$ cat config.mk
export PLATFORM = sky130hd
export DESIGN_NAME = scancode_set1_to_ascii_core_flat
export DESIGN_NICKNAME = d
export VERILOG_FILES = /design/src/ss1a_pkg.sv /design/src/ss1a_ifs.sv /design/src/ss1a_xlate.sv /design/src/scancode_set1_to_ascii_core.sv /design/src/flat_wrapper.sv
export VERILOG_INCLUDE_DIRS = /design/src /design/src/src
export SDC_FILE = /design/constraint.sdc
export NUM_CORES = 1
export LEC_CHECK = 0
export ABC_AREA = 1
export ABC_CLOCK_PERIOD_IN_PS = 2100
export BUFFER_PORTS_ARGS = -buffer_cell sky130_fd_sc_hd__buf_2
export CORE_UTILIZATION = 40
export CTS_CLUSTER_DIAMETER = 120
export DETAILED_ROUTE_END_ITERATION = 10
export SLEW_MARGIN = 25
export SYNTH_ARGS = -nofsm -noshare
export SYNTH_HDL_FRONTEND = slang
export SYNTH_HIERARCHICAL = 1
export SYNTH_SLANG_ARGS = --single-unit
$ cat constraint.sdc
create_clock -name clk -period 2.1 [get_ports clk]
set_input_delay 0.315 -clock clk [delete_from_list [all_inputs] [get_ports clk]]
set_output_delay 0.315 -clock clk [all_outputs]
set_load 0.01 [all_outputs]
$ cat src/scancode_set1_to_ascii_core_assert.svh
// Assertion macros shared by the translator RTL.
`ifndef SCANCODE_SET1_TO_ASCII_CORE_ASSERT_SVH
`define SCANCODE_SET1_TO_ASCII_CORE_ASSERT_SVH

// Same-cycle implication, checked outside reset.
`define SS1A_ASSERT_NOW(label, clk, rst_n, ante, cons, msg) \
	label: assert property (@(posedge clk) disable iff (!rst_n) (ante) |-> (cons)) \
		else $error(msg);

// Next-cycle implication, checked outside reset.
`define SS1A_ASSERT_NEXT(label, clk, rst_n, ante, cons, msg) \
	label: assert property (@(posedge clk) disable iff (!rst_n) (ante) |=> (cons)) \
		else $error(msg);

`endif

$ cat src/ss1a_pkg.sv
`timescale 1ns / 1ps
`default_nettype none

package ss1a_pkg;

	localparam int unsigned ScanW = 8;
	localparam int unsigned CodeW = 7;
	localparam int unsigned CharW = 7;

	localparam logic [CodeW-1:0] KeyLshift   = 7'h2A;
	localparam logic [CodeW-1:0] KeyRshift   = 7'h36;
	localparam logic [CodeW-1:0] KeyCapslock = 7'h3A;
	localparam int unsigned      BreakBit    = 7;
	localparam int unsigned      CaseBit     = 5;

	localparam logic [CharW-1:0] ChLowerA = 7'h61;
	localparam logic [CharW-1:0] ChLowerZ = 7'h7A;
	localparam logic [CharW-1:0] ChUpperA = 7'h41;
	localparam logic [CharW-1:0] ChUpperZ = 7'h5A;

	typedef struct packed {
		logic shift;
		logic caps;
	} flags_t;

	function automatic logic [CharW-1:0] plain_map(input logic [CodeW-1:0] code);
		logic [CharW-1:0] ch;
		case (code)
			7'h01: ch = 7'h1B;
			7'h02: ch = 7'h31;  7'h03: ch = 7'h32;  7'h04: ch = 7'h33;
			7'h05: ch = 7'h34;  7'h06: ch = 7'h35;  7'h07: ch = 7'h36;
			7'h08: ch = 7'h37;  7'h09: ch = 7'h38;  7'h0A: ch = 7'h39;
			7'h0B: ch = 7'h30;  7'h0C: ch = 7'h2D;  7'h0D: ch = 7'h3D;
			7'h0E: ch = 7'h08;  7'h0F: ch = 7'h09;
			7'h10: ch = 7'h71;  7'h11: ch = 7'h77;  7'h12: ch = 7'h65;
			7'h13: ch = 7'h72;  7'h14: ch = 7'h74;  7'h15: ch = 7'h79;
			7'h16: ch = 7'h75;  7'h17: ch = 7'h69;  7'h18: ch = 7'h6F;
			7'h19: ch = 7'h70;  7'h1A: ch = 7'h5B;  7'h1B: ch = 7'h5D;
			7'h1C: ch = 7'h0A;
			7'h1E: ch = 7'h61;  7'h1F: ch = 7'h73;  7'h20: ch = 7'h64;
			7'h21: ch = 7'h66;  7'h22: ch = 7'h67;  7'h23: ch = 7'h68;
			7'h24: ch = 7'h6A;  7'h25: ch = 7'h6B;  7'h26: ch = 7'h6C;
			7'h27: ch = 7'h3B;  7'h28: ch = 7'h27;  7'h29: ch = 7'h60;
			7'h2B: ch = 7'h5C;
			7'h2C: ch = 7'h7A;  7'h2D: ch = 7'h78;  7'h2E: ch = 7'h63;
			7'h2F: ch = 7'h76;  7'h30: ch = 7'h62;  7'h31: ch = 7'h6E;
			7'h32: ch = 7'h6D;  7'h33: ch = 7'h2C;  7'h34: ch = 7'h2E;
			7'h35: ch = 7'h2F;
			7'h37: ch = 7'h2A;
			7'h39: ch = 7'h20;
			default: ch = '0;
		endcase
		return ch;
	endfunction

	function automatic logic [CharW-1:0] shifted_map(input logic [CodeW-1:0] code);
		logic [CharW-1:0] ch;
		case (code)
			7'h01: ch = 7'h1B;
			7'h02: ch = 7'h21;  7'h03: ch = 7'h40;  7'h04: ch = 7'h23;
			7'h05: ch = 7'h24;  7'h06: ch = 7'h25;  7'h07: ch = 7'h5E;
			7'h08: ch = 7'h26;  7'h09: ch = 7'h2A;  7'h0A: ch = 7'h28;
			7'h0B: ch = 7'h29;  7'h0C: ch = 7'h5F;  7'h0D: ch = 7'h2B;
			7'h0E: ch = 7'h08;  7'h0F: ch = 7'h09;
			7'h10: ch = 7'h51;  7'h11: ch = 7'h57;  7'h12: ch = 7'h45;
			7'h13: ch = 7'h52;  7'h14: ch = 7'h54;  7'h15: ch = 7'h59;
			7'h16: ch = 7'h55;  7'h17: ch = 7'h49;  7'h18: ch = 7'h4F;
			7'h19: ch = 7'h50;  7'h1A: ch = 7'h7B;  7'h1B: ch = 7'h7D;
			7'h1C: ch = 7'h0A;
			7'h1E: ch = 7'h41;  7'h1F: ch = 7'h53;  7'h20: ch = 7'h44;
			7'h21: ch = 7'h46;  7'h22: ch = 7'h47;  7'h23: ch = 7'h48;
			7'h24: ch = 7'h4A;  7'h25: ch = 7'h4B;  7'h26: ch = 7'h4C;
			7'h27: ch = 7'h3A;  7'h28: ch = 7'h22;  7'h29: ch = 7'h7E;
			7'h2B: ch = 7'h7C;
			7'h2C: ch = 7'h5A;  7'h2D: ch = 7'h58;  7'h2E: ch = 7'h43;
			7'h2F: ch = 7'h56;  7'h30: ch = 7'h42;  7'h31: ch = 7'h4E;
			7'h32: ch = 7'h4D;  7'h33: ch = 7'h3C;  7'h34: ch = 7'h3E;
			7'h35: ch = 7'h3F;
			7'h37: ch = 7'h2A;
			7'h39: ch = 7'h20;
			default: ch = '0;
		endcase
		return ch;
	endfunction

endpackage

`default_nettype wire

$ cat src/ss1a_ifs.sv
`timescale 1ns / 1ps
`default_nettype none

interface ss1a_in_if import ss1a_pkg::*; ();
	logic             valid;
	logic             ready;
	logic [ScanW-1:0] scan_byte;
	logic             from_aux;

	modport source (output valid, output scan_byte, output from_aux, input ready);
	modport sink (input valid, input scan_byte, input from_aux, output ready);
endinterface

interface ss1a_out_if import ss1a_pkg::*; ();
	logic             valid;
	logic             ready;
	logic [CharW-1:0] character;
	logic             shift_held;
	logic             caps_on;

	modport source (output valid, output character, output shift_held, output caps_on,
		input ready);
	modport sink (input valid, input character, input shift_held, input caps_on,
		output ready);
endinterface

interface ss1a_cfg_if;
	logic valid;
	logic ready;
	logic data;

	modport source (output valid, output data, input ready);
	modport sink (input valid, input data, output ready);
endinterface

`default_nettype wire

$ cat src/ss1a_xlate.sv
`timescale 1ns / 1ps
`default_nettype none

module ss1a_xlate import ss1a_pkg::*; (
	input  logic [ScanW-1:0] scan_byte,
	input  logic             from_aux,
	input  logic             enable,
	input  flags_t           cur,
	output logic [CharW-1:0] character,
	output flags_t           nxt
);

	logic [CodeW-1:0] code;
	logic             is_break;
	logic             is_shift;
	logic [CharW-1:0] looked_up;

	assign code     = scan_byte[CodeW-1:0];
	assign is_break = scan_byte[BreakBit];
	assign is_shift = (code == KeyLshift) || (code == KeyRshift);

	always_comb begin
		looked_up = cur.shift ? shifted_map(code) : plain_map(code);
		// Caps lock flips letter case against whatever shift selected.
		if (cur.caps) begin
			if (!cur.shift && looked_up >= ChLowerA && looked_up <= ChLowerZ) begin
				looked_up[CaseBit] = 1'b0;
			end else if (cur.shift && looked_up >= ChUpperA && looked_up <= ChUpperZ) begin
				looked_up[CaseBit] = 1'b1;
			end
		end
	end

	always_comb begin
		nxt       = cur;
		character = '0;
		if (enable && !from_aux) begin
			if (is_break) begin
				if (is_shift) begin
					nxt.shift = 1'b0;
				end
			end else if (is_shift) begin
				nxt.shift = 1'b1;
			end else if (code == KeyCapslock) begin
				nxt.caps = ~cur.caps;
			end else begin
				character = looked_up;
			end
		end
	end

endmodule

`default_nettype wire

$ cat src/scancode_set1_to_ascii_core.sv
// Channel   Dir  Payload                              Transfer when
// cfg       in   data (enable)                        valid & ready (ready tied high)
// keys      in   scan_byte[7:0], from_aux             valid & ready
// chars     out  character[6:0], shift_held, caps_on  valid & ready
//
// Each byte waits in the input register and is translated on its way
// into the result register, so a byte transfers in every cycle unless the result is stalled.
// The table lookup and flag update sit between those two registers.
// A stalled result holds the input register; keys.ready drops only while both are full.
// Reset clears enable, shift and caps lock, and both valid flags.
`timescale 1ns / 1ps
`default_nettype none

`include "scancode_set1_to_ascii_core_assert.svh"

module scancode_set1_to_ascii_core import ss1a_pkg::*; (
	input  logic         clk,
	input  logic         arst_n,
	ss1a_cfg_if.sink     cfg,
	ss1a_in_if.sink      keys,
	ss1a_out_if.source   chars
);

	logic             enable_q;
	flags_t           flags_q;
	flags_t           flags_nxt;

	logic             valid_s1;
	logic [ScanW-1:0] byte_s1;
	logic             aux_s1;

	logic             valid_s2;
	logic [CharW-1:0] char_s2;
	flags_t           flags_s2;

	logic [CharW-1:0] char_nxt;
	logic             advance;

	assign advance    = valid_s1 && (!valid_s2 || chars.ready);
	assign keys.ready = !valid_s1 || advance;
	assign cfg.ready  = 1'b1;

	ss1a_xlate u_xlate (
		.scan_byte (byte_s1),
		.from_aux  (aux_s1),
		.enable    (enable_q),
		.cur       (flags_q),
		.character (char_nxt),
		.nxt       (flags_nxt)
	);

	always_ff @(posedge clk or negedge arst_n) begin
		if (!arst_n) begin
			enable_q <= 1'b0;
			flags_q  <= '0;
			valid_s1 <= 1'b0;
			valid_s2 <= 1'b0;
		end else begin
			if (cfg.valid) begin
				enable_q <= cfg.data;
			end
			if (keys.ready) begin
				valid_s1 <= keys.valid;
			end
			if (advance) begin
				flags_q  <= flags_nxt;
				valid_s2 <= 1'b1;
			end else if (chars.ready) begin
				valid_s2 <= 1'b0;
			end
		end
	end

	always_ff @(posedge clk) begin
		if (keys.valid && keys.ready) begin
			byte_s1 <= keys.scan_byte;
			aux_s1  <= keys.from_aux;
		end
		if (advance) begin
			char_s2  <= char_nxt;
			flags_s2 <= flags_nxt;
		end
	end

	assign chars.valid      = valid_s2;
	assign chars.character  = char_s2;
	assign chars.shift_held = flags_s2.shift;
	assign chars.caps_on    = flags_s2.caps;

	`SS1A_ASSERT_NEXT(a_adv_gives_result, clk, arst_n, advance, valid_s2,
		"translated byte did not reach the result register")
	`SS1A_ASSERT_NEXT(a_disabled_no_char, clk, arst_n, advance && !enable_q,
		char_s2 == '0 && flags_s2 == flags_q, "disabled translator produced output")
	`SS1A_ASSERT_NEXT(a_flags_hold, clk, arst_n, !advance, flags_q == $past(flags_q),
		"modifier flags changed without a byte")
	`SS1A_ASSERT_NOW(a_result_flags, clk, arst_n, valid_s2, flags_s2 == flags_q,
		"reported flags differ from the live flags")

endmodule

`default_nettype wire
$ cat src/flat_wrapper.sv
// flat-port wrapper written by rule: the top's interface ports become plain ports
module scancode_set1_to_ascii_core_flat import ss1a_pkg::*;
  (clk, arst_n, cfg_valid, cfg_data, cfg_ready, keys_valid, keys_scan_byte, keys_from_aux, keys_ready, chars_valid, chars_character, chars_shift_held, chars_caps_on, chars_ready);
  ss1a_cfg_if cfg_i ();
  ss1a_in_if keys_i ();
  ss1a_out_if chars_i ();
  input  logic clk;
  input  logic arst_n;
  input wire logic [$bits(cfg_i.valid)-1:0] cfg_valid;
  input wire logic [$bits(cfg_i.data)-1:0] cfg_data;
  output wire logic [$bits(cfg_i.ready)-1:0] cfg_ready;
  input wire logic [$bits(keys_i.valid)-1:0] keys_valid;
  input wire logic [$bits(keys_i.scan_byte)-1:0] keys_scan_byte;
  input wire logic [$bits(keys_i.from_aux)-1:0] keys_from_aux;
  output wire logic [$bits(keys_i.ready)-1:0] keys_ready;
  output wire logic [$bits(chars_i.valid)-1:0] chars_valid;
  output wire logic [$bits(chars_i.character)-1:0] chars_character;
  output wire logic [$bits(chars_i.shift_held)-1:0] chars_shift_held;
  output wire logic [$bits(chars_i.caps_on)-1:0] chars_caps_on;
  input wire logic [$bits(chars_i.ready)-1:0] chars_ready;
  assign cfg_i.valid = cfg_valid;
  assign cfg_i.data = cfg_data;
  assign cfg_ready = cfg_i.ready;
  assign keys_i.valid = keys_valid;
  assign keys_i.scan_byte = keys_scan_byte;
  assign keys_i.from_aux = keys_from_aux;
  assign keys_ready = keys_i.ready;
  assign chars_valid = chars_i.valid;
  assign chars_character = chars_i.character;
  assign chars_shift_held = chars_i.shift_held;
  assign chars_caps_on = chars_i.caps_on;
  assign chars_i.ready = chars_ready;
  scancode_set1_to_ascii_core u_core (.clk(clk), .arst_n(arst_n), .cfg(cfg_i), .keys(keys_i), .chars(chars_i));
endmodule
* Yosys cells after proc, flatten, opt, wreduce, memory -nomap -nowiden
Memories as Yosys holds them, arrays and structs flattened. A register that Yosys moved wholly into a read port is not among the register bits.
Cells that the tools add are included.
** Cells by class
- Equal/unequal tests :: 3
- Reductions and logical operators :: 16
- Multiplexer cells :: 17
- Bitwise operators :: 2
- Order comparisons :: 4
** Operators by type and width (count)
- $eq A7 B6 Y1 const B :: 3
- $mux W7 :: 3
- $ge A7 B7 Y1 const B :: 2
- $le A7 B7 Y1 const B :: 2
- $mux W6 :: 2
- $mux W1 :: 11
- $logic_and A1 B1 Y1 :: 7
- $logic_not A1 Y1 :: 4
- $reduce_or A4 Y1 :: 1
- $logic_or A1 B1 Y1 :: 3
- $mux W2 :: 1
- $not A1 Y1 :: 2
- $reduce_bool A2 Y1 :: 1
** Word-level totals
- Bits in registers :: 23
- Bits in read-only memories :: 896
- Memories :: 2
** Memory list
- (name not given) :: words 64, width 7, read ports 1, clocked after memory_dff 1, write ports 0, line ss1a_pkg.sv:58 : case (code)
- (name not given) :: words 64, width 7, read ports 1, clocked after memory_dff 1, write ports 0, line ss1a_pkg.sv:28 : case (code)

* Depth between registers and ports, before layout
Gate-level depths: netlist of the first run.
- Word-level depth :: 8
- Depth in mapped cells :: 18
- Depth with buffers taken out :: 18

* By module
Netlist of the first run, hierarchy kept.
** Modules (own cells, without submodules)
- ss1a_xlate :: sequential area each 0.0 sq um, cells an instance 277, instances 1, area each 1335.0 sq um
- scancode_set1_to_ascii_core :: sequential area each 665.6 sq um, cells an instance 43, instances 1, area each 749.5 sq um

* Least setup slack after synthesis of the first run
OpenSTA, ideal clock, no wires.
- Path kind :: reg2reg
- Start :: reg u_core.byte_s1[1]
- End :: reg u_core.char_s2[5], in the netlist u_core/chars.character[5], data pin
- Stages on the path, launching flop included :: 17
- Arrival :: 1.925 ns
- Slack :: -0.089 ns
- Path buffers :: 0
- Library setup time :: 0.264 ns
- Period minus slack after synthesis :: 2.189 ns
- Path through :: edfxtp_1 > inv_1 > ha_1 > nor2_1 > nand2_1 > nand2_1 > o21ai_1 > nand2_1 > nand2_1 > nand2_1 > nand2_1 > inv_2 > nand3_1 > nand2_1 > nand2_1 > nand2_1 > a21oi_1
** Between the ends
- Cells in the longest elaborated chain, start to end :: 3
- Elaborated cells between the ends (all ways) :: 5
** Ends and longest elaborated chain
- start: declaration :: line scancode_set1_to_ascii_core.sv:29 : logic [ScanW-1:0] byte_s1;
- start signal: assignment :: line scancode_set1_to_ascii_core.sv:76 : byte_s1 <= keys.scan_byte;
- $eq A7 B6 Y1 :: line ss1a_xlate.sv:20 : assign is_shift = (code == KeyLshift) || (code == KeyRshift);
- $logic_or A1 B1 Y1 :: line ss1a_xlate.sv:20
- $reduce_or A4 Y1 (no line) (*)
- end signal: assignment :: line scancode_set1_to_ascii_core.sv:80 : char_s2 <= char_nxt;
- end: declaration :: line scancode_set1_to_ascii_core.sv:33 : logic [CharW-1:0] char_s2;
Mark *: on every way between the ends. The rest lies on a longest branch, timed or not.
A chain may end at the register's enable or synchronous reset.

* Worst setup path in the final report of the first run
Same ends and word-level chain as after synthesis.

==> results of run 1 <==
==> metal layers <==
layer / track usage [%] / up-vias / part of all wire (%) / routed length, microns
li1: - / 1182 / - / -
met1: 32.23 / 1074 / 44 / 2798
met2: 38.28 / 100 / 47 / 3016
met3: 3.794 / 16 / 6.1 / 388
met4: 8.120 / 0 / 2.6 / 168
met5: 0 / - / 0 / 0
==> what timing repair did <==
action                                  CTS  global route
pin swaps                                 9            19
hold endpoints to repair                  5             0
gates resized for setup                  34            44
endpoints found under the setup margin    1            10
hold buffers                              1             0
setup buffers                             4             6
==> worst max-delay path: cells and delay by family (launching register included) <==
kind            cells  cell delay, ns
buf+inv             3            0.38
simple gates        8            0.61
compound gates      3            0.30
fa+ha+maj           1            0.21
flops               1            0.42
==> state kept, by name, indices dropped and copies added, names as in the netlist <==
name	flops
u_core/chars.caps_on	1
u_core/enable_q	1
u_core/chars.valid	1
u_core/chars.character	7
u_core/flags_q	2
u_core/valid_s1	1
u_core/aux_s1	1
u_core/chars.shift_held	1
u_core/byte_s1	8
==> per-stage QoR <==
step / total power [mW] / util, % / std cells / cell area, sq um / hold WS (ns)
global route: 1.709 / 60.38 / 455 / 2947 / 0.2083
CTS: 1.532 / 55.92 / 449 / 2729 / 0.2138
floorplan: 0.9745 / - / 320 / 2087 / 0.01941
finish: 1.616 / 60.38 / 455 / 2947 / 0.2194
detailed placement: 1.210 / 51.90 / 440 / 2532 / 0.1330
global placement: 1.217 / 51.90 / 440 / 2532 / 0.1336
==> area by class of cell <==
class	count	area [sq um]	share of cell area [%]
flip-flops and latches	23	665.6	22.59
clock inverters	1	7.507	0.2548
repair buffers	77	574.3	19.49
multi-input cells	250	1436	48.75
well taps	67	83.83	2.845
clock buffers	3	41.29	1.401
inverters	34	137.6	4.671
==> logic make-up after synthesis <==
group | count (synthesis) | synth area share, %
AO/OA/AOI/OAI | 37 | 9.724
XOR/XNOR | 1 | 0.4202
adder cells (fa/ha/maj) | 12 | 7.203
buffers and inverters | 47 | 10.74
flip-flops | 23 | 31.93
multiplexers | 2 | 0.9604
other | 1 | 0.1799
AND/OR/NAND/NOR | 197 | 38.84
==> where the power goes <==
part,total [mW],internal (mW),switching [mW]
logic,0.756,0.301,0.455
clock network,0.279,0.134,0.145
registers,0.581,0.553,0.0282
total,1.62,0.988,0.628
==> worst max-delay path by stage <==
stage | endpoint | slack (ns) | cells after the start
finish | u_core/chars.character[5] | -0.07 | 15
detailed placement | u_core/chars.character[5] | -0.16 | 16
global route | u_core/chars.character[5] | -0.18 | 12
CTS | u_core/chars.character[5] | -0.002 | 15
floorplan | u_core/chars.character[5] | 0.005 | 16
global placement | u_core/chars.character[5] | -0.15 | 16
==> synth_stat cells <==
master and instances:
xor2_1 1, edfxtp_1 18, nand3_1 39, inv_1 29
buf_4 5, ha_1 12, a21oi_1 16, nand2_1 124
o21ai_0 9, buf_6 3, o21ai_1 4, buf_2 5
mux2i_1 2, a31oi_1 4, nand3b_1 1, nor2_1 23
o221ai_1 2, nor4_1 1, o211ai_1 1, nor2_2 1
dfrtp_1 5, a211oi_1 1, nor3_1 6, conb_1 1
inv_2 5, nand4_1 2
==> layout by cell type, fill, tap and decap left out, drive strengths merged, types with 5 or more instances in the layout <==
cell type | Yosys | routed
ha | 12 | 12
nand3 | 39 | 39
edfxtp | 18 | 18
buf | 13 | 76
nor3 | 6 | 6
a21oi | 16 | 16
inv | 34 | 33
nor2 | 24 | 24
dfrtp | 5 | 5
o21ai | 13 | 13
nand2 | 124 | 124
==> flow_metrics.py, run 1 <==
metrics = {
    "critical_path": {
        "rr_worst_depth": 15,
        "rrSetupSlack_ns": -0.07,
        "cp.required_ns": 2.13,
        "startpoint": "u_core/byte_s1[1]",
        "r2r-start": "u_core/byte_s1[1]",
        "cp_max_fo": 3,
        "r2r-end": "u_core/chars.character[5]",
        "slowest_delay_ns": 0.42,
        "worst_path_max_delay_cell": "edfxtp_1",
        "worstSetupEndpointType": "flip-flop",
        "worstSetupStartpointType": "flip-flop",
        "crit_chain": "buf_6 -> buf_6 -> ha_2 -> nand2_2 -> buf_4 -> a21oi_1 -> o21ai_1 -> nand3_1 -> nand2_2 -> nand2_2 -> nand3_1 -> nand2_1 -> nand2_1 -> nand2_1 -> a21oi_2",
        "critPathKind": "reg2reg",
        "arrival_ns": 2.20,
    },
    "grt": {
        "grt_pass1_vias": 2137,
        "overflow": 0,
        "antenna_found_initial": 0,
        "grt.total_usage_pct": 23.69,
        "grt_max_degree": 24,
        "grt_pass1_wl_mm": 9.867,
    },
    "floorplan": {
        "die_w_microns": 74.19,
        "rows": 25,
        "core_area_sq_um": 4880,
        "dieArea_sq_um": 5504,
        "start_util_pct": 42.72,
        "io_pins": 27,
        "die_h_microns": 74.19,
    },
    "sta": {
        "fmaxAchievable_ghz": 0.4605,
        "worst_slack_ns": -0.07171,
        "setup_viol": 1,
        "period_minus_slack_ns": 2.172,
        "rsz0062_at_grt": "yes",
        "finalCritPeriodShare_pct": 103.4,
        "finalSetupTns_ns": -0.07171,
        "fin_skew_ns": 0.001780,
        "finalMaxSlewViolations": 0,
        "hold_viol_final": 0,
    },
    "yosys": {
        "syn-instance-count": 320,
        "synth_area_leaders": "edfxtp_1 (26%), nand2_1 (22%), nand3_1 (9.4%), ha_1 (7.2%), dfrtp_1 (6.0%)",
        "yosysTopAreaCellShare_pct": 25.93,
        "ys_ff_latch": 23,
        "synth_nets": 347,
        "yosys.area.top_type": "edfxtp_1",
        "syn_avg_cell_area_sq_um": 6.514,
        "synth_area_sq_um": 2084,
        "synthDistinctLibCells": 26,
        "ys_seq_area_share_pct": 31.93,
        "yosysWarningCount": 6,
    },
    "cts": {
        "clk_latency_ns": 0.26,
        "root_buffer": "clkbuf_8",
        "clockBufferDepth": 2,
        "h-tree-depth": 1,
        "cts_tree": "yes",
        "path_clk_slew_ns": 0.08,
        "cts.sinks": 23,
        "cts_inserted_buffers": 3,
    },
    "routing": {
        "drc_errors": 0,
        "drt_iter0_markers": 301,
        "drtPass1Iterations": 5,
        "via_per_inst": 5.213,
        "antenna_left": 0,
        "wl_per_cell_microns": 14.00,
        "wirelength_mm": 6.370,
        "vias": 2372,
    },
    "pwr": {
        "ir_drop_mv": 0.4988,
        "leakage_nw": 1.406,
        "p_per_area_nw_per_um2": 548.5,
    },
    "run_status": {
        "violations": "negative setup slack",
        "status": "finished, violations left",
    },
    "run": {
        "maxCapViolCount": 0,
    },
    "placement": {
        "place.gp.congestion": 0.9677,
        "numPortBuffers": 25,
        "dp_hpwl_mm": 4.631,
        "post-place-ws_ns": -0.1607,
    },
    "finish": {
        "syn_to_final_growth_pct": 41.36,
        "nNetsFinal": 416,
        "num_antenna_cells": 0,
        "nFillCells": 469,
        "drive_above_1_share_pct": 37.63,
    },
    "min_path": {
        "hp-start": "keys_scan_byte[1]",
        "min_path_cells": 1,
        "worstHoldEndpoint": "u_core/byte_s1[1]",
        "min_path_type": "in2reg",
    },
}
(Power assumes the default switching activity.)
==> run 2, diff against run 1 <==
CORE_ASPECT_RATIO = 1.4   (was not set)
==> flow_metrics.py, run 2 (same netlist as run 1, synthesis figures left out) <==
metrics = {
    "run_status": {
        "status": "finished, violations left",
        "violations": "negative setup slack",
    },
    "critical_path": {
        "worstSetupPathDepth": 17,
        "worstSetupStartpointType": "flip-flop",
        "critPathKind": "reg2reg",
        "r2r-start": "u_core/byte_s1[1]",
        "critPathBufInv": 3,
        "rrSetupSlack_ns": -0.06,
        "startpoint": "u_core/byte_s1[1]",
        "cp_max_fo": 6,
        "arrival_ns": 2.16,
        "critPathCapture": "u_core/chars.character[5]",
        "cp_top_family": "simple AND/OR/NAND/NOR gates",
        "r2r-end": "u_core/chars.character[5]",
        "cpMostUsedCell": "nand2_1",
        "slowest_delay_ns": 0.45,
        "rr_worst_depth": 17,
        "worstSetupEndpointType": "flip-flop",
        "worst_path_max_delay_cell": "edfxtp_1",
        "cp.required_ns": 2.10,
        "crit_chain": "inv_2 -> buf_6 -> ha_4 -> nor2_4 -> nand2_1 -> nand2_1 -> o21ai_1 -> nand2_1 -> nand2_1 -> nand2_2 -> nand2_2 -> inv_2 -> nand3_1 -> nand2_1 -> nand2_1 -> nand2_1 -> a21oi_1",
    },
    "routing": {
        "via_per_inst": 5.123,
        "drtPass1Iterations": 4,
        "vias": 2331,
        "wl_per_cell_microns": 14.31,
        "drt_iter0_markers": 180,
        "antenna_left": 0,
        "drc_errors": 0,
        "wirelength_mm": 6.509,
    },
    "sta": {
        "fin_skew_ns": 0.001580,
        "setup_viol": 1,
        "finalCritPeriodShare_pct": 102.6,
        "fmaxAchievable_ghz": 0.4639,
        "hold_viol_final": 0,
        "period_minus_slack_ns": 2.156,
        "worst_slack_ns": -0.05556,
        "rsz0062_at_grt": "yes",
        "finalSetupTns_ns": -0.05556,
        "finalMaxSlewViolations": 0,
    },
    "placement": {
        "dpl_cell_area_sq_um": 2584,
        "place.gp.congestion": 0.9742,
        "dp_cells": 441,
        "dp_hpwl_mm": 5.158,
        "numPortBuffers": 25,
    },
    "finish": {
        "final_cells": 455,
        "final_cell_mix": "nand2_1 (116), buf_4 (48), nand3_1 (38), inv_1 (26), buf_2 (25)",
        "drive_above_1_share_pct": 28.90,
        "num_antenna_cells": 0,
        "final_area_sq_um": 2825,
        "regMostFlops": "u_core/byte_s1",
        "nNetsFinal": 419,
        "syn_to_final_growth_pct": 35.53,
        "final_common_cell": "nand2_1",
        "nFillCells": 478,
        "largest_reg_flops": 8,
    },
    "floorplan": {
        "die_h_microns": 87.42,
        "dieArea_sq_um": 5508,
        "die_w_microns": 63.01,
        "start_util_pct": 42.39,
        "rows": 30,
        "core_area_sq_um": 4917,
        "io_pins": 27,
    },
    "cts": {
        "cts_tree": "yes",
        "cts.sinks": 23,
        "cts_inserted_buffers": 3,
        "path_clk_slew_ns": 0.08,
        "root_buffer": "clkbuf_8",
        "clk_latency_ns": 0.25,
        "clockBufferDepth": 2,
        "h-tree-depth": 1,
    },
    "grt": {
        "grt_pass1_vias": 2389,
        "overflow": 0,
        "grt.total_usage_pct": 25.53,
        "grt_pass1_wl_mm": 10.94,
        "antenna_found_initial": 0,
        "grt_max_degree": 25,
    },
    "pwr": {
        "total_power_mw": 1.556,
        "leakage_nw": 1.400,
        "ir_drop_mv": 0.4746,
        "p_per_area_nw_per_um2": 550.8,
    },
    "run": {
        "maxCapViolCount": 0,
    },
    "min_path": {
        "min_path_type": "in2reg",
    },
}
run 2: area by class of cell:
class                      count  area, sq um  share of cell area [%]
multi-input combinational    250         1300                   46.01
tap                           64        80.08                   2.834
timing repair buffer          80        606.8                   21.48
sequential                    23        665.6                   23.56
clock buffer                   4        45.04                   1.594
inverter                      34        127.6                   4.517
run 2: worst min-delay path by stage:
stage	start	to	slack, ns	cells after the start
6_report	keys_scan_byte[5]	u_core/byte_s1[5]	0.23	1
5_1_grt	keys_scan_byte[4]	u_core/byte_s1[4]	0.21	1
4_1_cts	keys_scan_byte[4]	u_core/byte_s1[4]	0.22	1
3_5_place_dp	arst_n	u_core/flags_q[0]	0.14	1
3_3_place_gp	arst_n	u_core/flags_q[0]	0.14	1
2_1_floorplan	arst_n	u_core/chars.valid	0.02	0
run 2: metrics by stage:
| step | setup WS, ns | util (%) | hold slack [ns] |
|---|---|---|---|
| 2_1_floorplan | 0.004684 | - | 0.01941 |
| 3_3_place_gp | -0.1782 | 52.54 | 0.1422 |
| 3_5_place_dp | -0.1336 | 52.54 | 0.1425 |
| 4_1_cts | -0.01488 | 55.60 | 0.2189 |
| 5_1_grt | -0.2304 | 57.46 | 0.2146 |
| 6_report | -0.05556 | 57.46 | 0.2298 |
run 2: power breakdown:
part	switching, mW	internal [mW]	leakage [nW]
clock	0.129	0.135	0.0228
sequential	0.0293	0.553	0.240
combinational	0.417	0.293	1.14
run 2: repair_timing:
action                                  4_1_cts  5_1_grt
hold buffers                                  1        0
buffers inserted                              4        5
hold endpoints to repair                      5        0
endpoints found under the setup margin        1       11
gates resized for setup                      20        9
pin swaps                                     3        5
run 2: per-layer routing:
| metal | up-vias | share of wire [%] | global-route usage (%) |
|---|---|---|---|
| met3 | 26 | 3.0 | 1.702 |
| met2 | 76 | 52 | 47.31 |
| met1 | 1045 | 41 | 28.06 |
| li1 | 1184 | - | - |
| met4 | 0 | 4.3 | 15.86 |
| met5 | - | 0 | 0 |
==> run 3, diff against run 2 <==
CORE_UTILIZATION = 30   (was 40)
REMOVE_ABC_BUFFERS = 1   (was not set)
==> flow_metrics.py, run 3 (same netlist as run 1, synthesis figures left out) <==
metrics = {
    "sta": {
        "setup_viol": 2,
        "hold_viol_final": 0,
        "worst_slack_ns": -0.04371,
        "finalCritPeriodShare_pct": 102.1,
        "fmaxAchievable_ghz": 0.4665,
        "fin_skew_ns": 0.002858,
        "finalMaxSlewViolations": 0,
        "rsz0062_at_grt": "yes",
        "period_minus_slack_ns": 2.144,
    },
    "grt": {
        "antenna_found_initial": 0,
        "overflow": 0,
        "grt_pass1_vias": 2392,
        "grt.total_usage_pct": 19.48,
        "grt_max_degree": 21,
        "grt_pass1_wl_mm": 10.91,
    },
    "run": {
        "maxCapViolCount": 0,
    },
    "critical_path": {
        "worstSetupStartpointType": "flip-flop",
        "cp_top_family": "simple AND/OR/NAND/NOR gates",
        "cp.required_ns": 2.13,
        "slowest_delay_ns": 0.46,
        "crit_chain": "inv_4 -> ha_2 -> nand2_2 -> o21ai_1 -> a21oi_2 -> nor2_2 -> nand2_2 -> nand2_2 -> nand2_4 -> nand2_4 -> inv_1 -> nand3_1 -> nand3_2 -> nand2_2 -> a21oi_2",
        "cp_max_fo": 5,
        "worstSetupEndpointType": "flip-flop",
        "arrival_ns": 2.17,
        "critPathBufInv": 2,
        "cpMostUsedCell": "nand2_2",
        "critPathKind": "reg2reg",
        "worst_path_max_delay_cell": "edfxtp_1",
    },
    "routing": {
        "via_per_inst": 4.943,
        "wl_per_cell_microns": 14.31,
        "wl_met1_mm": 2.735,
        "dr_wl_met3_microns": 192,
        "drtPass1Iterations": 4,
        "drc_errors": 0,
        "drt_iter0_markers": 113,
        "vias": 2407,
        "dr_wl_met2_mm": 3.651,
        "wirelength_mm": 6.971,
        "antenna_left": 0,
        "top_layer": "met4",
    },
    "pwr": {
        "power_frac_comb_pct": 48.3,
        "leakage_nw": 1.435,
        "ir_drop_mv": 0.4421,
        "p_per_area_nw_per_um2": 540.3,
        "power.switching_mw": 0.6560,
        "switching_share_pct": 39.27,
        "total_power_mw": 1.670,
        "power.internal_mw": 1.014,
        "p_clk_share_pct": 16.6,
        "power_frac_seq_pct": 35.1,
    },
    "finish": {
        "num_antenna_cells": 0,
        "regMostFlops": "u_core/byte_s1",
        "final_cells": 487,
        "drive_above_1_share_pct": 41.77,
        "syn_to_final_growth_pct": 48.32,
        "final_area_sq_um": 3092,
        "largest_reg_flops": 8,
        "nNetsFinal": 423,
        "final_cell_mix": "nand2_1 (97), buf_4 (50), nand3_1 (31), buf_2 (25), nand2_2 (23)",
        "final_common_cell": "nand2_1",
        "nFillCells": 687,
    },
    "floorplan": {
        "die_h_microns": 100.6,
        "rows": 35,
        "core_area_sq_um": 6656,
        "dieArea_sq_um": 7291,
        "die_w_microns": 72.45,
        "io_pins": 27,
        "start_util_pct": 31.32,
    },
    "placement": {
        "dp_cells": 474,
        "dp_hpwl_mm": 5.333,
        "numPortBuffers": 25,
        "place.gp.congestion": 0.9935,
        "post-place-ws_ns": -0.1598,
        "dpl_cell_area_sq_um": 2629,
    },
    "cts": {
        "path_clk_slew_ns": 0.08,
        "clk_latency_ns": 0.26,
        "cts.sinks": 23,
        "h-tree-depth": 1,
        "root_buffer": "clkbuf_8",
        "clockBufferDepth": 2,
        "cts_inserted_buffers": 3,
        "cts_tree": "yes",
    },
    "min_path": {
        "min_path_type": "in2reg",
    },
    "run_status": {
        "violations": "negative setup slack",
        "status": "finished, violations left",
    },
}
run 3: cell type report:
type / count / area [sq um] / share of cell area, %
clock inverters: 1 / 7.507 / 0.2428
repair buffers: 84 / 618.1 / 19.99
inverters: 34 / 137.6 / 4.452
clock buffers: 3 / 41.29 / 1.335
flip-flops and latches: 23 / 665.6 / 21.53
multi-input cells: 250 / 1506 / 48.72
well taps: 92 / 115.1 / 3.723
run 3: worst paths after layout:
kind                                        start                   endpoint  slack (ns)  depth (start not counted)
worst min register to register  u_core/flags_q[0]          u_core/flags_q[0]        0.48                          2
min in group asynchronous                  arst_n         u_core/chars.valid        0.40                          2
worst max register to register  u_core/byte_s1[0]  u_core/chars.character[5]       -0.04                         15
worst min-delay path            keys_scan_byte[5]          u_core/byte_s1[5]        0.22                          1
worst max-delay path            u_core/byte_s1[0]  u_core/chars.character[5]       -0.04                         15
max in group asynchronous                  arst_n          u_core/flags_q[0]        1.57                          2
run 3: power groups by stage:
stage          clock network [mW]  logic [mW]  registers (mW)
2_1_floorplan                   0       0.317           0.626
3_3_place_gp                    0       0.657           0.591
3_5_place_dp                    0       0.650           0.592
4_1_cts                     0.289       0.699           0.584
5_1_grt                     0.308       0.876           0.593
6_report                    0.277       0.807           0.586
run 3: repair_timing:
item                       in CTS  in global routing
setup buffers                   6                  2
gates resized for setup        29                 71
setup endpoints to repair       1                 10
hold buffers                    1                  0
hold endpoints to repair        5                  0
pin swaps                       5                 30
run 3: routing by layer:
| layer | vias up | GRT usage, % |
|---|---|---|
| li1 | 1188 | - |
| met1 | 1115 | 21.80 |
| met2 | 75 | 34.44 |
| met3 | 29 | 2.700 |
| met4 | 0 | 11.76 |
| met5 | - | 0 |
run 3: through the flow:
stage               setup TNS (ns)  hold slack (ns)  util [%]
finish                    -0.04512           0.2180     46.45
global route               -0.9812           0.1979     46.45
detailed placement         -0.1598           0.1359     39.49
floorplan                  -0.1054          0.01941         -
global placement           -0.1616           0.1351     39.49
CTS                       -0.04175           0.2088     42.18
